==> config.mk <==
export PLATFORM = sky130hd
export DESIGN_NAME = finder_ratio_row_scanner_flat
export DESIGN_NICKNAME = d
export VERILOG_FILES = /design/src/hw/rtl/frs_pkg.sv /design/src/hw/rtl/frs_pix_if.sv /design/src/hw/rtl/frs_cand_if.sv /design/src/hw/rtl/finder_ratio_row_scanner.sv /design/src/hw/rtl/frs_front.sv /design/src/hw/rtl/frs_queue.sv /design/src/hw/rtl/frs_back.sv /design/src/flat_wrapper.sv
export SDC_FILE = /design/constraint.sdc
export NUM_CORES = 2
export LEC_CHECK = 0
export ABC_AREA = 1
export BUFFER_PORTS_ARGS = -buffer_cell sky130_fd_sc_hd__buf_2
export CORE_UTILIZATION = 45
export DETAILED_ROUTE_END_ITERATION = 7
export PLACE_DENSITY_LB_ADDON = 0.08
export SLEW_MARGIN = 30
export SYNTH_ARGS = -nofsm -noshare
export SYNTH_HDL_FRONTEND = slang
export SYNTH_HIERARCHICAL = 1
export SYNTH_SLANG_ARGS = --single-unit
==> constraint.sdc <==
create_clock -name clk -period 14.4 [get_ports clk]
set_input_delay 2.88 -clock clk [delete_from_list [all_inputs] [get_ports clk]]
set_output_delay 2.88 -clock clk [all_outputs]
set_load 0.02 [all_outputs]
==> src/hw/rtl/frs_pkg.sv <==
package frs_pkg;

  localparam int RUN_W         = 13;
  localparam int ROW_W         = 12;
  localparam int CENTRE_W      = 14;
  localparam int NUM_RUNS      = 5;
  localparam int CENTRE_RUN    = 2;
  localparam int SUM_W         = 16;
  localparam int TEST_W        = 22;
  localparam int END_W         = 17;
  localparam int CTR_W         = 20;
  localparam int MIN_TOTAL     = 7;
  localparam int QUEUE_DEPTH   = 2;
  localparam int DEF_MAX_ROW_WIDTH = 4096;

  localparam logic [RUN_W-1:0] RUN_MAX = {RUN_W{1'b1}};

  typedef logic [NUM_RUNS-1:0][RUN_W-1:0] runs_t;

  typedef enum logic {
    JOB_EMIT,
    JOB_CHECK
  } job_kind_t;

  // One pending candidate: a test that already passed, or a row-end test
  // still to be done on the runs as they stood after the last pixel.
  typedef struct packed {
    job_kind_t          kind;
    logic [ROW_W-1:0]   row;
    logic [END_W-1:0]   end_pos;
    runs_t              runs;
  } job_t;

  // The 1:1:3:1:1 test in integers. With T the total and c one run,
  // |9T - 63c| < 5T means 4T < 63c < 14T, and |27T - 63c| < 15T means
  // 12T < 63c < 42T for the centre run.
  function automatic logic ratio_ok(input runs_t runs);
    logic [SUM_W-1:0]  total;
    logic [TEST_W-1:0] t_w;
    logic [TEST_W-1:0] c63;
    logic [TEST_W-1:0] lo;
    logic [TEST_W-1:0] hi;
    logic              ok;
    total = '0;
    ok = 1'b1;
    for (int k = 0; k < NUM_RUNS; k++) begin
      total = total + SUM_W'(runs[k]);
      if (runs[k] == '0) begin
        ok = 1'b0;
      end
    end
    if (total < SUM_W'(MIN_TOTAL)) begin
      ok = 1'b0;
    end
    t_w = TEST_W'(total);
    for (int k = 0; k < NUM_RUNS; k++) begin
      c63 = (TEST_W'(runs[k]) << 6) - TEST_W'(runs[k]);
      if (k == CENTRE_RUN) begin
        lo = (t_w << 3) + (t_w << 2);
        hi = (t_w << 5) + (t_w << 3) + (t_w << 1);
      end else begin
        lo = t_w << 2;
        hi = (t_w << 3) + (t_w << 2) + (t_w << 1);
      end
      if (!(c63 > lo && c63 < hi)) begin
        ok = 1'b0;
      end
    end
    return ok;
  endfunction

endpackage

==> src/hw/rtl/frs_pix_if.sv <==
interface frs_pix_if
  import frs_pkg::*;
();
  logic             valid;
  logic             ready;
  logic             pixel_dark;
  logic             row_end;
  logic [ROW_W-1:0] row_index;

  modport source (output valid, output pixel_dark, output row_end, output row_index,
                  input ready);
  modport sink   (input valid, input pixel_dark, input row_end, input row_index,
                  output ready);
endinterface

==> src/hw/rtl/frs_cand_if.sv <==
interface frs_cand_if
  import frs_pkg::*;
();
  logic                valid;
  logic                ready;
  logic [ROW_W-1:0]    cand_row;
  logic [CENTRE_W-1:0] centre_half_px;
  logic [RUN_W-1:0]    run_a;
  logic [RUN_W-1:0]    run_b;
  logic [RUN_W-1:0]    run_c;
  logic [RUN_W-1:0]    run_d;
  logic [RUN_W-1:0]    run_e;
  logic [RUN_W-1:0]    run_total;

  modport source (output valid, output cand_row, output centre_half_px, output run_a,
                  output run_b, output run_c, output run_d, output run_e,
                  output run_total, input ready);
  modport sink   (input valid, input cand_row, input centre_half_px, input run_a,
                  input run_b, input run_c, input run_d, input run_e,
                  input run_total, output ready);
endinterface

==> src/hw/rtl/finder_ratio_row_scanner.sv <==
// Finder pattern row scanner.
// in_ch carries one binarized pixel per word (pixel_dark, row_end, row_index);
// pixels of a row arrive left to right and row_end marks the last one.
// out_ch carries one word per finder candidate: the row, the centre in half
// pixels and the five run lengths with their total.
// Throughput is one pixel per cycle while the job queue is not full; the ratio
// test on the held runs is combinational and the run counters update on each accept.
// A candidate reaches out_ch by way of the job queue and the output register: the
// accepting edge writes the job queue, and the output register takes the job when it pops.
// The row-end test is evaluated on the way out, so a failing row-end check
// costs a queue slot but produces no word.
// When out_ch stalls, the output register holds its word and the two-entry
// job queue absorbs candidates; in_ch.ready drops only while the queue is
// full. Since at most one job arises per pixel and candidates are sparse,
// the pixel stream normally never sees backpressure.
// Synchronous reset clears the runs, the column and the queue; out_ch goes
// idle in the cycle after reset.
module finder_ratio_row_scanner
  import frs_pkg::*;
#(
  parameter int MAX_ROW_WIDTH = DEF_MAX_ROW_WIDTH
) (
  input  logic        clk,
  input  logic        rst_n,
  frs_pix_if.sink     in_ch,
  frs_cand_if.source  out_ch
);

  logic q_full;
  logic push;
  job_t push_job;
  logic pop;
  logic job_valid;
  job_t pop_job;

  frs_front #(
    .MAX_ROW_WIDTH(MAX_ROW_WIDTH)
  ) u_front (
    .clk      (clk),
    .rst_n    (rst_n),
    .in_ch    (in_ch),
    .q_full   (q_full),
    .push     (push),
    .push_job (push_job)
  );

  frs_queue u_queue (
    .clk       (clk),
    .rst_n     (rst_n),
    .push      (push),
    .push_job  (push_job),
    .full      (q_full),
    .pop       (pop),
    .job_valid (job_valid),
    .pop_job   (pop_job)
  );

  frs_back #(
    .MAX_ROW_WIDTH(MAX_ROW_WIDTH)
  ) u_back (
    .clk       (clk),
    .rst_n     (rst_n),
    .job_valid (job_valid),
    .job       (pop_job),
    .pop       (pop),
    .out_ch    (out_ch)
  );

endmodule

==> src/hw/rtl/frs_front.sv <==
module frs_front
  import frs_pkg::*;
#(
  parameter int MAX_ROW_WIDTH = DEF_MAX_ROW_WIDTH
) (
  input  logic      clk,
  input  logic      rst_n,
  frs_pix_if.sink   in_ch,
  input  logic      q_full,
  output logic      push,
  output job_t      push_job
);

  localparam int COL_W = $clog2(MAX_ROW_WIDTH + 1);
  localparam logic [COL_W-1:0] COL_MAX = COL_W'(MAX_ROW_WIDTH);

  runs_t            cnt_r;
  runs_t            cnt_nxt;
  runs_t            cnt_upd;
  logic [2:0]       phase_r;
  logic [2:0]       phase_nxt;
  logic [2:0]       ph;
  logic [COL_W-1:0] col_r;
  logic [COL_W-1:0] col_nxt;
  logic [COL_W-1:0] col_inc;
  logic             accept;
  logic             pass_now;
  logic             pass_hit;

  assign in_ch.ready = !q_full;
  assign accept      = in_ch.valid && in_ch.ready;
  assign pass_now    = ratio_ok(cnt_r);
  assign col_inc     = (col_r < COL_MAX) ? col_r + 1'b1 : col_r;

  always_comb begin
    cnt_upd   = cnt_r;
    phase_nxt = phase_r;
    pass_hit  = 1'b0;
    ph        = phase_r;
    cnt_nxt   = cnt_r;
    col_nxt   = col_r;
    if (accept) begin
      if (in_ch.pixel_dark) begin
        // A dark pixel after a light run opens the next dark run.
        ph = phase_r[0] ? phase_r + 3'd1 : phase_r;
        phase_nxt = ph;
        if (cnt_r[ph] != RUN_MAX) begin
          cnt_upd[ph] = cnt_r[ph] + 1'b1;
        end
      end else if (phase_r[0]) begin
        if (cnt_r[ph] != RUN_MAX) begin
          cnt_upd[ph] = cnt_r[ph] + 1'b1;
        end
      end else if (phase_r == 3'd4) begin
        if (pass_now) begin
          pass_hit  = 1'b1;
          cnt_upd   = '0;
          phase_nxt = '0;
        end else begin
          // Keep the last dark, light, dark runs as the first three.
          cnt_upd[0] = cnt_r[2];
          cnt_upd[1] = cnt_r[3];
          cnt_upd[2] = cnt_r[4];
          cnt_upd[3] = RUN_W'(1);
          cnt_upd[4] = '0;
          phase_nxt  = 3'd3;
        end
      end else begin
        ph = phase_r + 3'd1;
        phase_nxt = ph;
        if (cnt_r[ph] != RUN_MAX) begin
          cnt_upd[ph] = cnt_r[ph] + 1'b1;
        end
      end
      cnt_nxt = cnt_upd;
      col_nxt = col_inc;
      if (in_ch.row_end) begin
        cnt_nxt   = '0;
        phase_nxt = '0;
        col_nxt   = '0;
      end
    end
  end

  always_comb begin
    push              = accept && (pass_hit || in_ch.row_end);
    push_job.row      = in_ch.row_index;
    if (pass_hit) begin
      push_job.kind    = JOB_EMIT;
      push_job.end_pos = END_W'(col_r);
      push_job.runs    = cnt_r;
    end else begin
      push_job.kind    = JOB_CHECK;
      push_job.end_pos = END_W'(col_inc);
      push_job.runs    = cnt_upd;
    end
  end

  always_ff @(posedge clk) begin
    if (!rst_n) begin
      cnt_r   <= '0;
      phase_r <= '0;
      col_r   <= '0;
    end else begin
      cnt_r   <= cnt_nxt;
      phase_r <= phase_nxt;
      col_r   <= col_nxt;
    end
  end

`ifndef SYNTHESIS
  a_row_end_clears: assert property (@(posedge clk) disable iff (!rst_n)
    accept && in_ch.row_end |=> col_r == '0 && phase_r == '0 && cnt_r == '0)
    else $error("row state not cleared after row end");
  a_emit_only_on_light_after_fifth: assert property (@(posedge clk) disable iff (!rst_n)
    push && push_job.kind == JOB_EMIT |-> phase_r == 3'd4 && !in_ch.pixel_dark)
    else $error("candidate emitted outside the fifth run");
`endif

endmodule

==> src/hw/rtl/frs_queue.sv <==
module frs_queue
  import frs_pkg::*;
(
  input  logic clk,
  input  logic rst_n,
  input  logic push,
  input  job_t push_job,
  output logic full,
  input  logic pop,
  output logic job_valid,
  output job_t pop_job
);

  localparam int PTR_W = (QUEUE_DEPTH > 1) ? $clog2(QUEUE_DEPTH) : 1;
  localparam int CNT_W = $clog2(QUEUE_DEPTH + 1);
  localparam logic [PTR_W-1:0] LAST_SLOT = PTR_W'(QUEUE_DEPTH - 1);

  job_t             slot_r [QUEUE_DEPTH];
  logic [PTR_W-1:0] wr_ptr_r;
  logic [PTR_W-1:0] wr_ptr_nxt;
  logic [PTR_W-1:0] rd_ptr_r;
  logic [PTR_W-1:0] rd_ptr_nxt;
  logic [CNT_W-1:0] count_r;
  logic [CNT_W-1:0] count_nxt;
  logic             do_push;
  logic             do_pop;

  assign full      = (count_r == CNT_W'(QUEUE_DEPTH));
  assign job_valid = (count_r != '0);
  assign pop_job   = slot_r[rd_ptr_r];
  assign do_push   = push && !full;
  assign do_pop    = pop && job_valid;

  always_comb begin
    wr_ptr_nxt = wr_ptr_r;
    rd_ptr_nxt = rd_ptr_r;
    count_nxt  = count_r;
    if (do_push) begin
      wr_ptr_nxt = (wr_ptr_r == LAST_SLOT) ? '0 : wr_ptr_r + 1'b1;
    end
    if (do_pop) begin
      rd_ptr_nxt = (rd_ptr_r == LAST_SLOT) ? '0 : rd_ptr_r + 1'b1;
    end
    if (do_push && !do_pop) begin
      count_nxt = count_r + 1'b1;
    end else if (do_pop && !do_push) begin
      count_nxt = count_r - 1'b1;
    end
  end

  always_ff @(posedge clk) begin
    if (do_push) begin
      slot_r[wr_ptr_r] <= push_job;
    end
  end

  always_ff @(posedge clk) begin
    if (!rst_n) begin
      wr_ptr_r <= '0;
      rd_ptr_r <= '0;
      count_r  <= '0;
    end else begin
      wr_ptr_r <= wr_ptr_nxt;
      rd_ptr_r <= rd_ptr_nxt;
      count_r  <= count_nxt;
    end
  end

`ifndef SYNTHESIS
  a_no_push_when_full: assert property (@(posedge clk) disable iff (!rst_n)
    !(push && full))
    else $error("queue written while full");
  a_count_tracks_push_pop: assert property (@(posedge clk) disable iff (!rst_n)
    do_push && !do_pop |=> count_r == $past(count_r) + 1'b1)
    else $error("queue count lost a word");
`endif

endmodule

==> src/hw/rtl/frs_back.sv <==
module frs_back
  import frs_pkg::*;
#(
  parameter int MAX_ROW_WIDTH = DEF_MAX_ROW_WIDTH
) (
  input  logic        clk,
  input  logic        rst_n,
  input  logic        job_valid,
  input  job_t        job,
  output logic        pop,
  frs_cand_if.source  out_ch
);

  localparam logic signed [CTR_W-1:0] CTR_MAX = CTR_W'(2 * MAX_ROW_WIDTH);
  localparam logic [SUM_W-1:0] TOTAL_MAX = SUM_W'(RUN_MAX);

  logic                      out_valid_r;
  logic                      out_valid_nxt;
  logic                      keep;
  logic signed [CTR_W-1:0]   ctr;
  logic signed [CTR_W-1:0]   ctr_clamp;
  logic [SUM_W-1:0]          total;
  logic [RUN_W-1:0]          total_sat;
  logic [ROW_W-1:0]          row_r;
  logic [CENTRE_W-1:0]       centre_r;
  runs_t                     runs_r;
  logic [RUN_W-1:0]          total_r;

  assign pop  = job_valid && (!out_valid_r || out_ch.ready);
  assign keep = (job.kind == JOB_EMIT) || ratio_ok(job.runs);

  always_comb begin
    // Centre in half pixels: twice the start of the fourth run, less the centre run.
    ctr = $signed(((CTR_W'(job.end_pos) - CTR_W'(job.runs[4]) - CTR_W'(job.runs[3])) << 1)
                  - CTR_W'(job.runs[2]));
    if (ctr < 0) begin
      ctr_clamp = '0;
    end else if (ctr > CTR_MAX) begin
      ctr_clamp = CTR_MAX;
    end else begin
      ctr_clamp = ctr;
    end
    total = '0;
    for (int k = 0; k < NUM_RUNS; k++) begin
      total = total + SUM_W'(job.runs[k]);
    end
    total_sat = (total > TOTAL_MAX) ? RUN_MAX : total[RUN_W-1:0];
  end

  always_comb begin
    out_valid_nxt = out_valid_r;
    if (pop) begin
      out_valid_nxt = keep;
    end else if (out_ch.ready) begin
      out_valid_nxt = 1'b0;
    end
  end

  always_ff @(posedge clk) begin
    if (!rst_n) begin
      out_valid_r <= 1'b0;
    end else begin
      out_valid_r <= out_valid_nxt;
    end
  end

  always_ff @(posedge clk) begin
    if (pop && keep) begin
      row_r    <= job.row;
      centre_r <= ctr_clamp[CENTRE_W-1:0];
      runs_r   <= job.runs;
      total_r  <= total_sat;
    end
  end

  assign out_ch.valid          = out_valid_r;
  assign out_ch.cand_row       = row_r;
  assign out_ch.centre_half_px = centre_r;
  assign out_ch.run_a          = runs_r[0];
  assign out_ch.run_b          = runs_r[1];
  assign out_ch.run_c          = runs_r[2];
  assign out_ch.run_d          = runs_r[3];
  assign out_ch.run_e          = runs_r[4];
  assign out_ch.run_total      = total_r;

`ifndef SYNTHESIS
  a_passed_job_reaches_output: assert property (@(posedge clk) disable iff (!rst_n)
    pop && job.kind == JOB_EMIT |=> out_valid_r)
    else $error("passed candidate dropped");
`endif

endmodule
==> src/flat_wrapper.sv <==
// flat-port wrapper written by rule: the top's interface ports become plain ports
module finder_ratio_row_scanner_flat import frs_pkg::*;
#(
  parameter int MAX_ROW_WIDTH = DEF_MAX_ROW_WIDTH
)
  (clk, rst_n, in_ch_valid, in_ch_pixel_dark, in_ch_row_end, in_ch_row_index, in_ch_ready, out_ch_valid, out_ch_cand_row, out_ch_centre_half_px, out_ch_run_a, out_ch_run_b, out_ch_run_c, out_ch_run_d, out_ch_run_e, out_ch_run_total, out_ch_ready);
  frs_pix_if in_ch_i ();
  frs_cand_if out_ch_i ();
  input  logic clk;
  input  logic rst_n;
  input wire logic [$bits(in_ch_i.valid)-1:0] in_ch_valid;
  input wire logic [$bits(in_ch_i.pixel_dark)-1:0] in_ch_pixel_dark;
  input wire logic [$bits(in_ch_i.row_end)-1:0] in_ch_row_end;
  input wire logic [$bits(in_ch_i.row_index)-1:0] in_ch_row_index;
  output wire logic [$bits(in_ch_i.ready)-1:0] in_ch_ready;
  output wire logic [$bits(out_ch_i.valid)-1:0] out_ch_valid;
  output wire logic [$bits(out_ch_i.cand_row)-1:0] out_ch_cand_row;
  output wire logic [$bits(out_ch_i.centre_half_px)-1:0] out_ch_centre_half_px;
  output wire logic [$bits(out_ch_i.run_a)-1:0] out_ch_run_a;
  output wire logic [$bits(out_ch_i.run_b)-1:0] out_ch_run_b;
  output wire logic [$bits(out_ch_i.run_c)-1:0] out_ch_run_c;
  output wire logic [$bits(out_ch_i.run_d)-1:0] out_ch_run_d;
  output wire logic [$bits(out_ch_i.run_e)-1:0] out_ch_run_e;
  output wire logic [$bits(out_ch_i.run_total)-1:0] out_ch_run_total;
  input wire logic [$bits(out_ch_i.ready)-1:0] out_ch_ready;
  assign in_ch_i.valid = in_ch_valid;
  assign in_ch_i.pixel_dark = in_ch_pixel_dark;
  assign in_ch_i.row_end = in_ch_row_end;
  assign in_ch_i.row_index = in_ch_row_index;
  assign in_ch_ready = in_ch_i.ready;
  assign out_ch_valid = out_ch_i.valid;
  assign out_ch_cand_row = out_ch_i.cand_row;
  assign out_ch_centre_half_px = out_ch_i.centre_half_px;
  assign out_ch_run_a = out_ch_i.run_a;
  assign out_ch_run_b = out_ch_i.run_b;
  assign out_ch_run_c = out_ch_i.run_c;
  assign out_ch_run_d = out_ch_i.run_d;
  assign out_ch_run_e = out_ch_i.run_e;
  assign out_ch_run_total = out_ch_i.run_total;
  assign out_ch_i.ready = out_ch_ready;
  finder_ratio_row_scanner #(.MAX_ROW_WIDTH(MAX_ROW_WIDTH)) u_core (.clk(clk), .rst_n(rst_n), .in_ch(in_ch_i), .out_ch(out_ch_i));
endmodule
# Yosys cells after proc, flatten, opt, wreduce, memory -nomap -nowiden
# Memory sizes are Yosys's and may differ from the RTL's. A register that Yosys moved wholly into a read port is not among the register bits.
# Cells that the tools add are included.
[word_totals]
latch_bits = 0
register_bits = 190
in_bits = 18
ramBits = 182
output_inout_bits = 106
rom_bits = 0
mem_count = 1
word_cells = 214
[memory_table]
columns = ["name", "depth", "width", "rd", "rd_clocked_by_memory_dff", "wr", "line_no", "text"]
rows = [
  ["u_core.u_queue.slot_r", 2, 91, 1, 1, 1, "frs_queue.sv:18", "job_t slot_r [QUEUE_DEPTH];"],
]
[op_classes]
order_cmp = 32
n_div = 0
multipliers = 0
bitwise_logic = 1
n_eq_ne = 6
addsub = 38
n_shift = 0
reduce_logical = 43
muxes = 72
[op_table]
columns = ["op", "n"]
rows = [
  ["two-way mux 65 bit", 8],
  ["subtractor 19 x 13 -> 20 bit", 10],
  ["bitwise mux 65 bit", 3],
  ["> comparator 22 x 18 -> 1 bit", 8],
  ["< comparator 22 bit", 8],
  ["logical NOT 13 bit", 10],
  ["binary-select mux 13 bit (select 3 bit)", 3],
  ["demux 13 bit (select 3 bit)", 3],
  ["two-way mux 13 bit", 8],
  ["two-way mux 78 bit", 1],
  ["adder 13 x 1 -> 13 bit, second input constant", 4],
  ["adder 21 x 19 -> 22 bit", 2],
  ["adder 22 x 17 -> 22 bit", 2],
  ["> comparator 22 bit", 2],
  ["< comparator 22 x 21 -> 1 bit", 2],
  ["adder 20 x 17 -> 21 bit", 2],
  ["adder 19 x 18 -> 20 bit", 2],
  ["two-way mux 40 bit", 1],
  ["!= test 13 bit, second input constant", 3],
  ["two-way mux 1 bit", 36],
  ["adder 15 x 13 -> 16 bit", 2],
  ["adder 16 x 13 -> 16 bit", 2],
  ["< comparator 16 x 3 -> 1 bit, second input constant", 2],
  ["adder 14 x 13 -> 15 bit", 2],
  ["27 further kinds", 66],
]

# Logic depth before layout (Yosys ltp)
[logic_depth]
depth_word = 25
ltp_mapped = 65
ltp_nobuf = 63

# Modules after synthesis
# Netlist, hierarchy kept.
[by_module_without_submodules]
columns = ["module", "cells_each", "area_each_um2", "instances", "seq_area_each_um2"]
rows = [
  ["frs_front", 3206, 19713.9, 1, 1621.6],
  ["frs_back", 2013, 15959.1, 1, 3143.0],
  ["frs_queue", 333, 7307.0, 1, 5805.6],
]

# Worst setup path after synthesis
# OpenSTA, ideal clock, no wires.
[synth_path]
kind = "flip-flop to flip-flop"
start = "reg u_core/u_front/cnt_r[2] (netlist name)"
end = "mem u_core/u_queue/slot_r[0][0] (netlist name), enable pin"
setup_time_ns = 0.550
n_path_buf = 2
required_ns = 13.850
slack_ns = 1.602
path_stages_with_launch = 52
arrival_time_ns = 12.248
period_less_slack_ns = 12.798
cell_sequence = "dfxtp_1 -> clkbuf_1 -> inv_1 -> fa_1 -> inv_1 -> fa_1 -> inv_1 -> fa_1 -> inv_1 -> fa_1 -> nand2_1 -> inv_1 -> nor2_1 -> inv_1 -> fa_1 -> inv_1 -> ha_1 -> nand3_1 -> (+16 left out) -> a21oi_1 -> nor3_1 -> a211oi_1 -> o2111ai_1 -> nor2_1 -> nand3_1 -> nor3_1 -> nand3_1 -> nor2_1 -> nand2_1 -> nor2_1 -> nand2_2 -> inv_4 -> nand4_2 -> buf_2 -> o21ai_0 -> o21ai_0 -> nor2_1"
[synth_between]
elab_chain_len = 23
elab_cells_between_ends = 47
classes_between = "add/sub (9); order compare (11); mux (18); reduce/logical (9)"
[synth_rtl]
columns = ["item", "line_no", "text"]
rows = [
  ["start: declaration", "frs_front.sv:17", "runs_t cnt_r;"],
  ["start signal: assignment", "frs_front.sv:105", "cnt_r <= cnt_nxt;"],
  ["adder 13 x 13 -> 14 bit", "frs_pkg.sv:47", "total = total + SUM_W'(runs[k]);"],
  ["adder 14 x 13 -> 15 bit", "frs_pkg.sv:47", ""],
  ["adder 15 x 13 -> 16 bit", "frs_pkg.sv:47", ""],
  ["adder 16 x 13 -> 16 bit", "frs_pkg.sv:47", ""],
  ["adder 19 x 18 -> 20 bit", "frs_pkg.sv:59, frs_pkg.sv:63", ""],
  ["adder 20 x 17 -> 21 bit", "frs_pkg.sv:63", "hi = (t_w << 3) + (t_w << 2) + (t_w << 1);"],
  ["< comparator 22 bit", "frs_pkg.sv:65", "if (!(c63 > lo && c63 < hi)) begin"],
  ["logical AND 1 bit", "frs_pkg.sv:65", ""],
  ["(+8 left out)", "-", ""],
  ["two-way mux 1 bit *", "frs_front.sv:43", "if (in_ch.pixel_dark) begin"],
  ["two-way mux 1 bit *", "frs_front.sv:42", "if (accept) begin"],
  ["logical OR 1 bit *", "frs_front.sv:86", "push = accept && (pass_hit || in_ch.row_end);"],
  ["logical AND 1 bit *", "frs_front.sv:86", ""],
  ["via u_core.push", "finder_ratio_row_scanner.sv:30", "logic push;"],
  ["logical AND 1 bit *", "frs_queue.sv:31", "assign do_push = push && !full;"],
  ["two-way mux 1 bit *", "frs_queue.sv:52", "if (do_push) begin"],
  ["two-way mux 1 bit (not written as such) *", "frs_queue.sv:53", "slot_r[wr_ptr_r] <= push_job;"],
  ["end: declaration", "frs_queue.sv:18", ""],
]
# Mark *: on every way through the listed nets, which the timed path passes. The rest lies on a longest branch.

# Worst setup path in the final report
[layout_path]
start = "reg u_core/u_front/cnt_r[29] (netlist name)"
end = "mem u_core/u_queue/slot_r[1][22] (netlist name), enable pin"
[layout_between]
elab_chain_len = 22
elab_cells_between_ends = 44
classes_between = "add/sub (8); order compare (11); mux (16); reduce/logical (9)"
[layout_rtl]
columns = ["item", "line_no"]
rows = [
  ["adder 14 x 13 -> 15 bit", "frs_pkg.sv:47"],
  ["adder 15 x 13 -> 16 bit", "frs_pkg.sv:47"],
  ["adder 16 x 13 -> 16 bit", "frs_pkg.sv:47"],
  ["adder 19 x 18 -> 20 bit", "frs_pkg.sv:59, frs_pkg.sv:63"],
  ["adder 20 x 17 -> 21 bit", "frs_pkg.sv:63"],
  ["< comparator 22 bit", "frs_pkg.sv:65"],
  ["logical AND 1 bit", "frs_pkg.sv:65"],
  ["two-way mux 1 bit (4 in series)", "frs_pkg.sv:65"],
  ["(+4 left out)", "-"],
  ["two-way mux 1 bit *", "frs_front.sv:43"],
  ["two-way mux 1 bit *", "frs_front.sv:42"],
  ["logical OR 1 bit *", "frs_front.sv:86"],
  ["logical AND 1 bit *", "frs_front.sv:86"],
  ["via u_core.push", "finder_ratio_row_scanner.sv:30"],
  ["logical AND 1 bit *", "frs_queue.sv:31"],
  ["two-way mux 1 bit *", "frs_queue.sv:52"],
  ["two-way mux 1 bit (not written as such) *", "frs_queue.sv:53"],
]
# Marked as above.

==> metrics.txt <==
clk_lat worst skew=0.62 ns; CTS buffer count=44; Avg WL per Cell=24.7 um; setup repair after global routing missed its margin=no; first-pass GRT wire length=248 mm; Fin Hold WS=0.469 ns; Finished Cell Area=46500 um^2; Max Cap Viol=0; crit path kind=reg -> reg; Setup TNS=0 ns; endpoints failing hold=0; Worst setup EP type=flop; first-pass iteration count of the detailed router=7; layout cells sized above 1=0.103; post_cts resized=0; period utilization=0.821; overall routed net length=171 mm; most frequent cell after synthesis=nand2_1; Placed Instance Area=44900 um^2; Fin Clk Skew=0.0348 ns; Critical Path RT=14.63 ns; Final nets=6329; dpl hpwl=134 mm; vias=39741; # rows=112; #FFs+latches synth=381; die extent in y=311 um; Hold WC Path Type=reg -> reg; syn_area_per_cell=7.74 um^2; initial core utilization=0.457; initial antenna violation count=2; slowest cell on the critical path=dfxtp_1; Setup violations, final=0; most used cell, CP=a21oi_1; Root Buffer=clkbuf_16; remaining global-route overflow=0; clk slew on worst S/H paths=0.07 ns; CORE AREA=94000 um^2; via density per instance=5.75; Async S/R FF share, synth=0; top cell type's share of synthesized area=0.205; Synth warnings=6; CTS Hold Bufs=0; area leader, netlist=edfxtp_1; Achievable Freq=0.0845 GHz; Top FF cell, synth=edfxtp_1; Slew Limit Fails=0; Post-route DRC=0; synth unique cells=86; chip width=311 um; Post-CTS Setup Bufs=0; vias in the first global route=38289; crit path DAT=12.06 ns; Routed Antenna Nets=0; Port Buffers=123; die footprint=96800 um^2; IO Pins=124; crit path time final=11.83 ns; Cell Area, Synth=43000 um^2; post-synthesis sequential area ratio=0.246; Synth top cells by count=nand2_1 (1118), inv_1 (726), ha_1 (592); drt first-iter violations=3665; Syn-to-layout area delta=8.14%; Sink Count=381; outcome=finished clean; top cells by area, synth=edfxtp_1 (21%), ha_1 (17%), nand2_1 (9.8%), inv_1 (6.3%), a21oi_1 (5.5%); H-tree lvl count=2; GRT Total Usage=0.345; Synth Instances=5552; CTS max path bufs=3; CP max FO=95; number of flops mapped to enable cells by yosys=294; GP Congestion=1.05; CTS tree=done; worst-margin pin slew=1.05 ns; pin count of the biggest net entering global routing=96; relative slew slack=0.294; slowest stage delay, CP=0.61 ns; CP startpoint kind=flop
worst paths after layout:
kind,start,end,slack (ns),cells after the start
min,u_core/u_front/col_r[11]$_SDFFE_PN0P_,u_core/u_front/col_r[11]$_SDFFE_PN0P_,0.47,2
max,u_core/u_front/cnt_r[29]$_SDFFE_PN0P_,u_core/u_queue/slot_r[1][22]$_DFFE_PP_,2.57,50
max reg2reg,u_core/u_front/cnt_r[29]$_SDFFE_PN0P_,u_core/u_queue/slot_r[1][22]$_DFFE_PP_,2.57,50
min reg2reg,u_core/u_front/col_r[11]$_SDFFE_PN0P_,u_core/u_front/col_r[11]$_SDFFE_PN0P_,0.47,2
cell usage in the layout, fill, tap and decap left out, drive strengths merged, types with 6 or more instances in the layout:
| master | n |
|---|---|
| buf | 184 |
| xnor2 | 70 |
| nand2 | 1162 |
| edfxtp | 294 |
| bufinv | 6 |
| nand3b | 13 |
| nand3 | 279 |
| dfxtp | 87 |
| clkinv | 37 |
| nor2 | 356 |
| fa | 94 |
| o31ai | 9 |
| a221oi | 14 |
| inv | 772 |
| clkbuf | 49 |
| xor2 | 247 |
| and2 | 6 |
| o211ai | 60 |
| a31oi | 31 |
| a21o | 19 |
| nor4 | 19 |
| nand4 | 68 |
| a211oi | 17 |
| a21oi | 484 |
| ha | 592 |
| o22ai | 21 |
| mux2 | 95 |
| or2 | 13 |
| a2111oi | 8 |
| o21a | 10 |
| a21boi | 7 |
| o21ai | 356 |
| o21bai | 46 |
| o221ai | 23 |
| nor3 | 71 |
metrics by stage:
| stage | setup slack, ns | util | std cells |
|---|---|---|---|
| after floorplan | 1.60 | - | 5555 |
| after global placement | 2.90 | 0.477 | 6833 |
| after detailed placement | 2.74 | 0.478 | 6833 |
| after CTS | 2.67 | 0.494 | 6913 |
| after global routing | 1.76 | 0.494 | 6913 |
| final | 2.57 | 0.494 | 6914 |
metal layers:
metal | up-vias | global-route usage | wire length, um
met3 | 588 | 0.0522 | 11600
met5 | - | 0 | 0
li1 | 18972 | - | -
met2 | 1660 | 0.578 | 79200
met1 | 18521 | 0.393 | 64100
met4 | 0 | 0.270 | 15800
critical path: cells and delay by family, from the launching register on:
kind / cells / cell delay (ns)
AND/OR/NAND/NOR: 17 / 2.55
XOR/XNOR: 1 / 0.15
AO/OA/AOI/OAI: 16 / 2.98
adder cells (fa/ha/maj): 7 / 3.25
buffers and inverters: 9 / 1.67
flip-flops: 1 / 0.61
registers in the layout, indices dropped and copies added, names as in the netlist, named ones only:
signal and flops:
u_core/u_queue/slot_r 190, u_core/u_front/cnt_r 65, u_core/u_back/out_ch.centre_half_px 14, u_core/u_back/out_ch.run_a 13, u_core/u_back/out_ch.run_b 13, u_core/u_back/out_ch.run_c 13
u_core/u_back/out_ch.run_d 13, u_core/u_back/out_ch.run_e 13, u_core/u_back/out_ch.run_total 13, u_core/u_front/col_r 13, u_core/u_back/out_ch.cand_row 12, u_core/u_front/phase_r 3
u_core/u_queue/count_r 2, u_core/u_back/out_ch.valid 1, u_core/u_queue/rd_ptr_r 1, u_core/u_queue/wr_ptr_r 1
area by class of cell:
cell class                 count  area (um^2)
antenna                        1         2.50
clock buffer                  49         1160
clock inverter                31          385
fill                        9304        47600
inverter                     786         2960
multi-input combinational   4228        28700
sequential                   381        10600
tap                         1254         1570
timing repair buffer         184         1100
logic make-up after synthesis:
family | synth area share
AOI/OAI and AO/OA | 0.155
xor gates and xnor gates | 0.0654
adders and majority gates | 0.216
buffers and inverters | 0.0879
DFF | 0.246
muxes | 0.0293
other | 0.0000872
and+or+nand+nor | 0.200
Power is left out: the tool's default activity adds up to more than one toggle a clock period on the data nets, which glitch-free logic cannot reach.
